[src/design/rc5etd_pkg.sv]
// ----------------------------------------------------------------------------
// RC5 edge timing decoder package
// Shared payload types, event modes, status codes, register indexes and defaults.
// ----------------------------------------------------------------------------
package rc5etd_pkg;

    localparam int HALF_W = 13;
    localparam int TOL_W  = 12;
    localparam int POS_W  = 5;
    localparam int TIME_W = 16;
    localparam int WORD_W = 16;
    localparam int CFG_W  = 13;
    localparam int IDX_W  = 2;

    // Event modes
    localparam logic [1:0] MODE_RESTART = 2'd0;
    localparam logic [1:0] MODE_FALL    = 2'd1;
    localparam logic [1:0] MODE_RISE    = 2'd2;

    // Result status codes
    localparam logic [2:0] ST_BUSY        = 3'd0;
    localparam logic [2:0] ST_FRAME_DONE  = 3'd1;
    localparam logic [2:0] ST_LONG        = 3'd2;
    localparam logic [2:0] ST_SHORT       = 3'd3;
    localparam logic [2:0] ST_WRONG_STATE = 3'd4;

    // Configuration register indexes
    localparam logic [IDX_W-1:0] REG_HALF_BIT = 2'd0;
    localparam logic [IDX_W-1:0] REG_TOL      = 2'd1;
    localparam logic [IDX_W-1:0] REG_LAST_POS = 2'd2;

    // Reset values of the configuration registers
    localparam logic [HALF_W-1:0] HALF_BIT_RST = 13'd889;
    localparam logic [TOL_W-1:0]  TOL_RST      = 12'd200;
    localparam logic [POS_W-1:0]  LAST_POS_RST = 5'd25;

    // Positions that mean idle and synchronized
    localparam logic [POS_W-1:0] POS_IDLE = 5'd1;
    localparam logic [POS_W-1:0] POS_SYNC = 5'd2;

    typedef struct packed {
        logic [1:0]        mode;
        logic [TIME_W-1:0] edge_time;
    } in_item_t;

    typedef struct packed {
        logic [2:0]        status;
        logic [POS_W-1:0]  position;
        logic [WORD_W-1:0] code_word;
    } out_item_t;

endpackage

[src/design/rc5_edge_timing_decoder.sv]
// ----------------------------------------------------------------------------
// RC5 edge timing decoder
// Decodes a Manchester-coded RC5 frame from timer captures of its edges and
// reports status, half-bit position and code word for every event.
// ----------------------------------------------------------------------------
// Path: an event passes the input register, then the result register.
// Throughput: one event per cycle unless stalled; the decoder state is updated
// as the result register loads, so back-to-back events see each other's state.
// Reset: rst_n clears the pipeline, the decoder state (position idle, empty
// code word, previous edge time zero) and loads the register defaults.
module rc5_edge_timing_decoder
    import rc5etd_pkg::*;
#(
    parameter int FRAME_BITS = 13
)(
    input  logic             clk,
    input  logic             rst_n,
    input  logic             cfg_write_en,
    input  logic [IDX_W-1:0] cfg_index,
    input  logic [CFG_W-1:0] cfg_data,
    input  logic             in_valid,
    output logic             in_stall,
    input  in_item_t         in_data,
    output logic             out_valid,
    input  logic             out_stall,
    output out_item_t        out_data
);

    localparam logic [POS_W:0] POS_LIMIT = (POS_W+1)'(2 * FRAME_BITS);

    logic [HALF_W-1:0] half_bit_reg;
    logic [TOL_W-1:0]  tol_reg;
    logic [POS_W-1:0]  last_pos_reg;

    logic              s1_valid_reg;
    in_item_t          s1_data_reg;
    logic              out_valid_reg;
    out_item_t         out_data_reg;

    logic [TIME_W-1:0] prev_time_reg;
    logic [TIME_W-1:0] prev_time_next;
    logic [POS_W-1:0]  position_reg;
    logic [POS_W-1:0]  position_next;
    logic [WORD_W-1:0] word_reg;
    logic [WORD_W-1:0] word_next;
    logic [2:0]        status_next;

    logic              out_load;
    logic              s1_load;

    // Interval and thresholds; the widened interval and thresholds are signed so negative lower bounds never fire.
    logic [TIME_W-1:0]  delta;
    logic signed [17:0] t_s;
    logic signed [17:0] h_s;
    logic signed [17:0] e_s;
    logic signed [17:0] lo_one;
    logic signed [17:0] lo_two;
    logic signed [17:0] hi_two;
    logic signed [17:0] hi_three;
    logic signed [17:0] hi_four;
    logic signed [17:0] mid_three;
    logic signed [17:0] mid_five;
    logic signed [17:0] mid_seven;

    assign out_load = s1_valid_reg && (!out_valid_reg || !out_stall);
    assign s1_load  = in_valid && !in_stall;
    assign in_stall = s1_valid_reg && !out_load;

    assign out_valid = out_valid_reg;
    assign out_data  = out_data_reg;

    assign delta     = s1_data_reg.edge_time - prev_time_reg;
    assign t_s       = signed'({2'b00, delta});
    assign h_s       = signed'({5'b0, half_bit_reg});
    assign e_s       = signed'({6'b0, tol_reg});
    assign lo_one    = h_s - e_s;
    assign lo_two    = (h_s <<< 1) - e_s;
    assign hi_two    = (h_s <<< 1) + e_s;
    assign hi_three  = h_s * 18'sd3 + e_s;
    assign hi_four   = (h_s <<< 2) + e_s;
    assign mid_three = (h_s * 18'sd3) >>> 1;
    assign mid_five  = (h_s * 18'sd5) >>> 1;
    assign mid_seven = (h_s * 18'sd7) >>> 1;

    always_comb
    begin
        logic [POS_W:0] pos_sum;
        pos_sum        = {1'b0, position_reg};
        prev_time_next = prev_time_reg;
        position_next  = position_reg;
        word_next      = word_reg;
        status_next    = ST_BUSY;
        case (s1_data_reg.mode)
            MODE_RESTART:
            begin
                position_next = POS_IDLE;
                word_next     = '0;
            end
            MODE_FALL:
            begin
                prev_time_next = s1_data_reg.edge_time;
                if (position_reg == POS_IDLE)
                begin
                    pos_sum = {1'b0, POS_SYNC};
                end
                else if (position_reg[0])
                begin
                    if (t_s > hi_three)
                    begin
                        status_next = ST_LONG;
                    end
                    else if (t_s < lo_two)
                    begin
                        status_next = ST_SHORT;
                    end
                    else if (t_s > mid_five)
                    begin
                        word_next = {word_reg[WORD_W-2:0], 1'b1};
                        pos_sum   = pos_sum + (POS_W+1)'(3);
                    end
                    else
                    begin
                        word_next = {word_reg[WORD_W-2:0], 1'b0};
                        pos_sum   = pos_sum + (POS_W+1)'(2);
                    end
                end
                else
                begin
                    if (t_s > hi_four)
                    begin
                        status_next = ST_LONG;
                    end
                    else if (t_s < lo_two)
                    begin
                        status_next = ST_SHORT;
                    end
                    else if (t_s > mid_seven)
                    begin
                        word_next = {word_reg[WORD_W-3:0], 2'b01};
                        pos_sum   = pos_sum + (POS_W+1)'(4);
                    end
                    else if (t_s > mid_five)
                    begin
                        word_next = {word_reg[WORD_W-3:0], 2'b00};
                        pos_sum   = pos_sum + (POS_W+1)'(3);
                    end
                    else
                    begin
                        word_next = {word_reg[WORD_W-2:0], 1'b1};
                        pos_sum   = pos_sum + (POS_W+1)'(2);
                    end
                end
                // A timing error resynchronizes on the next half bit.
                if (status_next == ST_LONG || status_next == ST_SHORT)
                begin
                    position_next = POS_SYNC;
                end
                else if (pos_sum > POS_LIMIT)
                begin
                    position_next = POS_IDLE;
                    status_next   = ST_FRAME_DONE;
                end
                else
                begin
                    position_next = pos_sum[POS_W-1:0];
                end
            end
            MODE_RISE:
            begin
                prev_time_next = s1_data_reg.edge_time;
                if (position_reg != last_pos_reg)
                begin
                    status_next = ST_WRONG_STATE;
                end
                else
                begin
                    position_next = POS_IDLE;
                    if (t_s > hi_two)
                    begin
                        status_next = ST_LONG;
                    end
                    else if (t_s < lo_one)
                    begin
                        status_next = ST_SHORT;
                    end
                    else
                    begin
                        status_next = ST_FRAME_DONE;
                        word_next   = {word_reg[WORD_W-2:0], (t_s > mid_three)};
                    end
                end
            end
            default:
            begin
                status_next = ST_WRONG_STATE;
            end
        endcase
    end

    always_ff @(posedge clk or negedge rst_n)
    begin
        if (!rst_n)
        begin
            half_bit_reg <= HALF_BIT_RST;
            tol_reg      <= TOL_RST;
            last_pos_reg <= LAST_POS_RST;
        end
        else if (cfg_write_en)
        begin
            case (cfg_index)
                REG_HALF_BIT: half_bit_reg <= cfg_data[HALF_W-1:0];
                REG_TOL:      tol_reg      <= cfg_data[TOL_W-1:0];
                REG_LAST_POS: last_pos_reg <= cfg_data[POS_W-1:0];
                default:      ;
            endcase
        end
    end

    always_ff @(posedge clk or negedge rst_n)
    begin
        if (!rst_n)
        begin
            s1_valid_reg  <= 1'b0;
            out_valid_reg <= 1'b0;
            prev_time_reg <= '0;
            position_reg  <= POS_IDLE;
            word_reg      <= '0;
        end
        else
        begin
            if (s1_load)
            begin
                s1_valid_reg <= 1'b1;
            end
            else if (out_load)
            begin
                s1_valid_reg <= 1'b0;
            end
            if (out_load)
            begin
                out_valid_reg <= 1'b1;
                prev_time_reg <= prev_time_next;
                position_reg  <= position_next;
                word_reg      <= word_next;
            end
            else if (!out_stall)
            begin
                out_valid_reg <= 1'b0;
            end
        end
    end

    always_ff @(posedge clk)
    begin
        if (s1_load)
        begin
            s1_data_reg <= in_data;
        end
        if (out_load)
        begin
            out_data_reg.status    <= status_next;
            out_data_reg.position  <= position_next;
            out_data_reg.code_word <= word_next;
        end
    end

endmodule

[config.mk]
export PLATFORM = sky130hd
export DESIGN_NAME = rc5_edge_timing_decoder
export DESIGN_NICKNAME = d
export VERILOG_FILES = /design/src/design/rc5etd_pkg.sv /design/src/design/rc5_edge_timing_decoder.sv
export SDC_FILE = /design/constraint.sdc
export NUM_CORES = 1
export LEC_CHECK = 0
export BUFFER_PORTS_ARGS = -buffer_cell sky130_fd_sc_hd__buf_2
export CAP_MARGIN = 10
export CORE_MARGIN = 2
export CORE_UTILIZATION = 68
export CTS_CLUSTER_DIAMETER = 60
export DETAILED_ROUTE_END_ITERATION = 16
export HOLD_SLACK_MARGIN = 0.02
export PLACE_DENSITY_LB_ADDON = 0.12
export SYNTH_ARGS = -nofsm -noshare
export SYNTH_HDL_FRONTEND = slang
export SYNTH_SLANG_ARGS = --single-unit
[constraint.sdc]
create_clock -name clk -period 11.6 [get_ports clk]
set_input_delay 2.32 -clock clk [delete_from_list [all_inputs] [get_ports clk]]
set_output_delay 2.32 -clock clk [all_outputs]
set_load 0.05 [all_outputs]
==> impl_metrics.env, run 1 <==
export IMPL_outcome="completed"
export IMPL_period_minus_slack_ns=7.80
export IMPL_synth_top_cell_by_area="ha_1"
export IMPL_wl_um=35200
export IMPL_final_setup_worst_slack_ns=3.80
export IMPL_synth_cell_types=85
export IMPL_dp_slack_ns=3.98
export IMPL_hold_buffers=0
export IMPL_finalNetCount=1865
export IMPL_drive_above_1_share=0.136
export IMPL_gp_congestion=0.911
export IMPL_min_from="prev_time_reg[0]"
export IMPL_first_pass_iters=5
export IMPL_r2r_cells=29
export IMPL_synth_edf_count=42
export IMPL_first_global_vias=11250
export IMPL_async_flop_share=0.622
export IMPL_insertion_delay_ns=0.37
export IMPL_holdWs_ns=0.497
export IMPL_numCtsBuffers=9
export IMPL_synth_avg_cell_area_um2=8.98
export IMPL_drt_iter0_drc=693
export IMPL_grt_pass1_wl_um=57000
export IMPL_cpMaxStageDelayCell="a21boi_2"
export IMPL_min_delay_path_depth=2
export IMPL_slew_headroom=0.240
export IMPL_groute_layer_met3_usage=0.0394
export IMPL_use_met1=0.427
export IMPL_maxCapViolCount=0
export IMPL_cts_setup_buffers=0
export IMPL_yosys_warnings=0
export IMPL_synth_commonest_cells="ha_1 (248), a21oi_1 (149), inv_1 (124)"
export IMPL_cp_start_kind="register"
export IMPL_overflow=0
export IMPL_synth_net_count=1834
export IMPL_dpl_instance_area_um2=14200
export IMPL_fin_crit_sh=0.673
export IMPL_ctsRootBufferMaster="clkbuf_16"
export IMPL_r2r_slack_ns=3.80
export IMPL_fin_skew_ns=0.0108
export IMPL_r2r_start="half_bit_reg[1]"
export IMPL_io_pins=64
export IMPL_antenna_left=0
export IMPL_synth_area_um2=13700
export IMPL_worstSetupPathType="reg2reg"
export IMPL_busiest_layer="met2"
export IMPL_dr_total_vias=11687
export IMPL_crit_cells=29
export IMPL_rsz0062_at_grt="false"
export IMPL_drc=0
export IMPL_cts_tree="yes"
export IMPL_syn_instance_count=1527
export IMPL_cp_data_required_time_ns=11.73
export IMPL_cp_max_fo=15
export IMPL_endpoint_kind="register"
export IMPL_critPathTopFamily="compound AO/OA/AOI/OAI gates"
export IMPL_finalHoldViolations=0
export IMPL_design_area_um2=14500
export IMPL_cts_htree_levels=3
export IMPL_num_rows=51
export IMPL_synthToLayoutAreaGrowth_pct=5.84
export IMPL_antenna_found_initial=0
export IMPL_tns_ns=0
export IMPL_fp_dieH_um=146
export IMPL_cts_sinks=111
export IMPL_routed_via_density=6.39
export IMPL_synth_most_common_cell="ha_1"
export IMPL_worstMarginPinSlew_ns=1.14
export IMPL_hold_path_class="reg2reg"
export IMPL_wl_per_cell_um=19.3
export IMPL_chipWidth_um=146
export IMPL_drv_slew=0
export IMPL_start_util=0.698
export IMPL_place_hpwl_um=27100
export IMPL_use_met2=0.559
export IMPL_worstHoldEndpoint="prev_time_reg[0]"
export IMPL_synthFlopType="dfrtp_1"
export IMPL_arrival_ns=7.94
export IMPL_grt_max_degree=70
export IMPL_antenna_diode_count=0
export IMPL_largest_register_ffs=24
export IMPL_ys_seq_area_frac=0.219
export IMPL_synth_top_area_share=0.226
export IMPL_clk_pin_slew_ns=0.08
export IMPL_slowest_delay_ns=0.91
export IMPL_crit_buf_inv=1
export IMPL_cp_common_cell="ha_1"
export IMPL_setup_violations=0
export IMPL_fp_dieArea_um2=21300
export IMPL_yosys_top_cells_area="ha_1 (23%), dfrtp_1 (10%), edfxtp_1 (9.2%)"
export IMPL_ys_seq_elements=111
export IMPL_clock_fmax_mhz=128
export IMPL_coreArea_um2=19700
export IMPL_ctsResizeCount=0
export IMPL_grtUsageTotal=0.328
export IMPL_rr_endpoint="out_data[20]"
export IMPL_portBuffers=63
export IMPL_clk_path_buf_depth=2
[stage by stage]
step | utilization | instances
final | 0.739 | 1828
after global placement | 0.724 | 1812
after detailed placement | 0.724 | 1812
after floorplan | - | 1527
after global routing | 0.739 | 1828
after CTS | 0.739 | 1828
[cells in the final DEF, fill, tap and decap left out, types with 10 or more instances in the layout]
cell | synthesis | routed
nor3_1 | 15 | 15
ha_1 | 248 | 248
nor2b_1 | 22 | 22
nor2_1 | 67 | 66
o21a_1 | 24 | 24
mux2i_1 | 18 | 18
o21bai_1 | 20 | 20
dfrtp_1 | 55 | 55
a21oi_1 | 149 | 149
a21o_1 | 36 | 36
mux2_2 | 58 | 58
o21ai_0 | 87 | 87
xnor2_1 | 71 | 71
nand2b_1 | 32 | 32
dfstp_2 | 14 | 14
inv_1 | 124 | 123
a31oi_1 | 22 | 22
xor2_1 | 29 | 29
buf_4 | 5 | 15
a211oi_1 | 10 | 10
fa_1 | 21 | 21
nand3_1 | 27 | 27
nand4_1 | 15 | 15
buf_2 | 8 | 62
o211ai_1 | 12 | 12
a221o_1 | 17 | 17
edfxtp_1 | 42 | 42
nand2_1 | 85 | 85
a31o_2 | 15 | 15
[per-layer routing]
| metal | part of all wire | routed length, um |
|---|---|---|
| met3 | 0.060 | 2100 |
| met2 | 0.48 | 16800 |
| met5 | 0 | 0 |
| met4 | 0.036 | 1270 |
| met1 | 0.43 | 15100 |
[area by class of cell]
| class | count | area [um^2] |
|---|---|---|
| Clock buffer | 9 | 225 |
| Clock inverter | 7 | 72.6 |
| Fill cell | 1554 | 5130 |
| Inverter | 126 | 473 |
| Multi-Input combinational cell | 1233 | 9990 |
| Sequential cell | 111 | 3010 |
| Tap cell | 265 | 332 |
| Timing Repair Buffer | 77 | 423 |
[tightest hold or removal path, stage by stage, from the launching register on]
cell and delay [ns]:
dfrtp_1 0.35, nand2_1 0.05, o21ai_0 0.06
[logic make-up (layout without fill, tap and decap cells)]
logic type	Yosys count	count (layout)	synth area share
mux	83	83	0.0665
compound gates	480	480	0.231
buf+inv	183	219	0.0534
simple gates	301	301	0.109
fa+ha+maj	269	269	0.257
xor+xnor	100	100	0.0638
flops	111	111	0.219
[worst max-delay path by stage]
| stage | startpoint | endpoint | slack (ns) |
|---|---|---|---|
| finish | half_bit_reg[1] | out_data[20] | 3.80 |
| global route | half_bit_reg[1] | out_data[20] | 3.39 |
| CTS | half_bit_reg[1] | out_data[19] | 3.84 |
| detailed placement | half_bit_reg[1] | out_data[19] | 3.98 |
| global placement | half_bit_reg[1] | out_data[20] | 4.17 |
| floorplan | half_bit_reg[1] | out_data[19] | 5.33 |
Power of run 1 is not shown: default switching activity piles up to over one toggle a cycle in this logic, so the estimate is an artifact.
==> run 2: changes to the inputs <==
- CORE_UTILIZATION: 68 -> 64
- clock period: 11.6 -> 7.9 ns (I/O delays scaled with it)
==> run 2 against run 1 <==
  * Clock skew rose by 0.0012 ns
  * Setup slack got worse by 2.7 ns
  * Die area rose by 6.1%
  * Clock-buffer cell count did not move
  * Critical path depth fell by 3
  * Non-clock buffer count rose by 11
  * Fmax rose by 15%
  * Critical endpoint is now out_data[19]
  * Design area rose by 0.87%
  * Worst hold slack barely moved
==> impl_metrics.env, run 2 (same netlist as run 1, synthesis figures left out) <==
export IMPL_outcome="completed"
export IMPL_r2r_cells=26
export IMPL_portBuffers=63
export IMPL_multi_input_area_um2=9990
export IMPL_place_hpwl_um=27400
export IMPL_clock_fmax_mhz=147
export IMPL_hold_buffers=0
export IMPL_cp_max_fo=13
export IMPL_finalHoldViolations=0
export IMPL_clk_pin_slew_ns=0.09
export IMPL_hold_path_class="reg2reg"
export IMPL_ctsRootBufferMaster="clkbuf_16"
export IMPL_antenna_left=0
export IMPL_first_pass_iters=5
export IMPL_routed_via_density=6.37
export IMPL_cts_htree_levels=3
export IMPL_holdWs_ns=0.498
export IMPL_tns_ns=0
export IMPL_r2r_start="half_bit_reg[2]"
export IMPL_period_minus_slack_ns=6.79
export IMPL_grtUsageTotal=0.333
export IMPL_arrival_ns=6.92
export IMPL_clk_path_buf_depth=2
export IMPL_worstSetupPathType="reg2reg"
export IMPL_antenna_diode_count=0
export IMPL_start_util=0.653
export IMPL_dpl_cell_count=1833
export IMPL_stdcell_count=1849
export IMPL_cp_start_kind="register"
export IMPL_final_common_cell="ha_1"
export IMPL_finalNetCount=1876
export IMPL_cp_data_required_time_ns=8.02
export IMPL_slew_headroom=0.202
export IMPL_ctsResizeCount=0
export IMPL_worstHoldEndpoint="prev_time_reg[0]"
export IMPL_seqCellArea_um2=3010
export IMPL_cpMaxStageDelayCell="a21oi_2"
export IMPL_grt_pass1_wl_um=58700
export IMPL_drv_slew=0
export IMPL_endpoint_kind="register"
export IMPL_fin_crit_sh=0.860
export IMPL_fp_dieArea_um2=22600
export IMPL_dr_total_vias=11775
export IMPL_fillers=1694
export IMPL_numCtsBuffers=9
export IMPL_wl_per_cell_um=19.9
export IMPL_min_from="prev_time_reg[0]"
export IMPL_gp_congestion=0.948
export IMPL_largest_register_ffs=24
export IMPL_insertion_delay_ns=0.37
export IMPL_chipWidth_um=150
export IMPL_cts_tree="yes"
export IMPL_mostFrequentLayoutCells="ha_1 (248), a21oi_1 (149), inv_1 (123)"
export IMPL_rr_endpoint="out_data[19]"
export IMPL_setup_violations=0
export IMPL_rsz0062_at_grt="false"
export IMPL_r2r_slack_ns=1.11
export IMPL_fp_dieH_um=150
export IMPL_first_global_vias=11311
export IMPL_maxCapViolCount=0
export IMPL_io_pins=64
export IMPL_coreArea_um2=21000
export IMPL_grt_max_degree=70
export IMPL_drive_above_1_share=0.142
export IMPL_cts_setup_buffers=0
export IMPL_fin_skew_ns=0.0120
export IMPL_antenna_found_initial=0
export IMPL_num_rows=53
export IMPL_synthToLayoutAreaGrowth_pct=6.76
export IMPL_cts_sinks=111
export IMPL_overflow=0
export IMPL_slowest_delay_ns=0.53
export IMPL_min_delay_path_depth=2
export IMPL_drc=0
export IMPL_wl_um=36900
export IMPL_drt_iter0_drc=662
export IMPL_worstMarginPinSlew_ns=1.19
-- run 2: worst max path at each step --
stage / cells after the start / from / endpoint / slack [ns]
floorplan: 29 / half_bit_reg[1] / out_data[19] / 1.63
global placement: 29 / half_bit_reg[1] / out_data[21] / 1.36
detailed placement: 29 / half_bit_reg[1] / out_data[19] / 1.20
CTS: 29 / half_bit_reg[1] / out_data[7] / 1.13
global route: 29 / half_bit_reg[1] / out_data[7] / 0.67
finish: 26 / half_bit_reg[2] / out_data[19] / 1.11
-- run 2: layout make-up --
class / instances / share of cell area
multi-input combinational: 1233 / 0.682
sequential: 111 / 0.205
timing repair buffer: 88 / 0.0345
inverter: 126 / 0.0323
tap: 275 / 0.0235
clock buffer: 9 / 0.0154
clock inverter: 7 / 0.00709
-- run 2: per-layer routing --
layer,GRT usage,share of wire,vias to the layer above
met4,0.143,0.043,0
li1,-,-,5673
met2,0.568,0.48,398
met5,0,0,-
met1,0.430,0.43,5616
met3,0.0330,0.051,88
-- run 2: critical path: cells and delay by family, from the launching register on --
family	cells	cell delay, ns
flops	1	0.48
compound gates	16	3.95
simple gates	4	0.45
buf+inv	1	0.24
xor+xnor	1	0.15
fa+ha+maj	4	1.27
-- run 2: per-stage QoR --
step / setup slack [ns] / util / instance area (um^2)
floorplan: 1.63 / - / 13700
global placement: 1.36 / 0.681 / 14300
detailed placement: 1.20 / 0.681 / 14300
CTS: 1.13 / 0.697 / 14600
global route: 0.672 / 0.697 / 14600
finish: 1.11 / 0.697 / 14600
Power of run 2 is left out for the same reason.
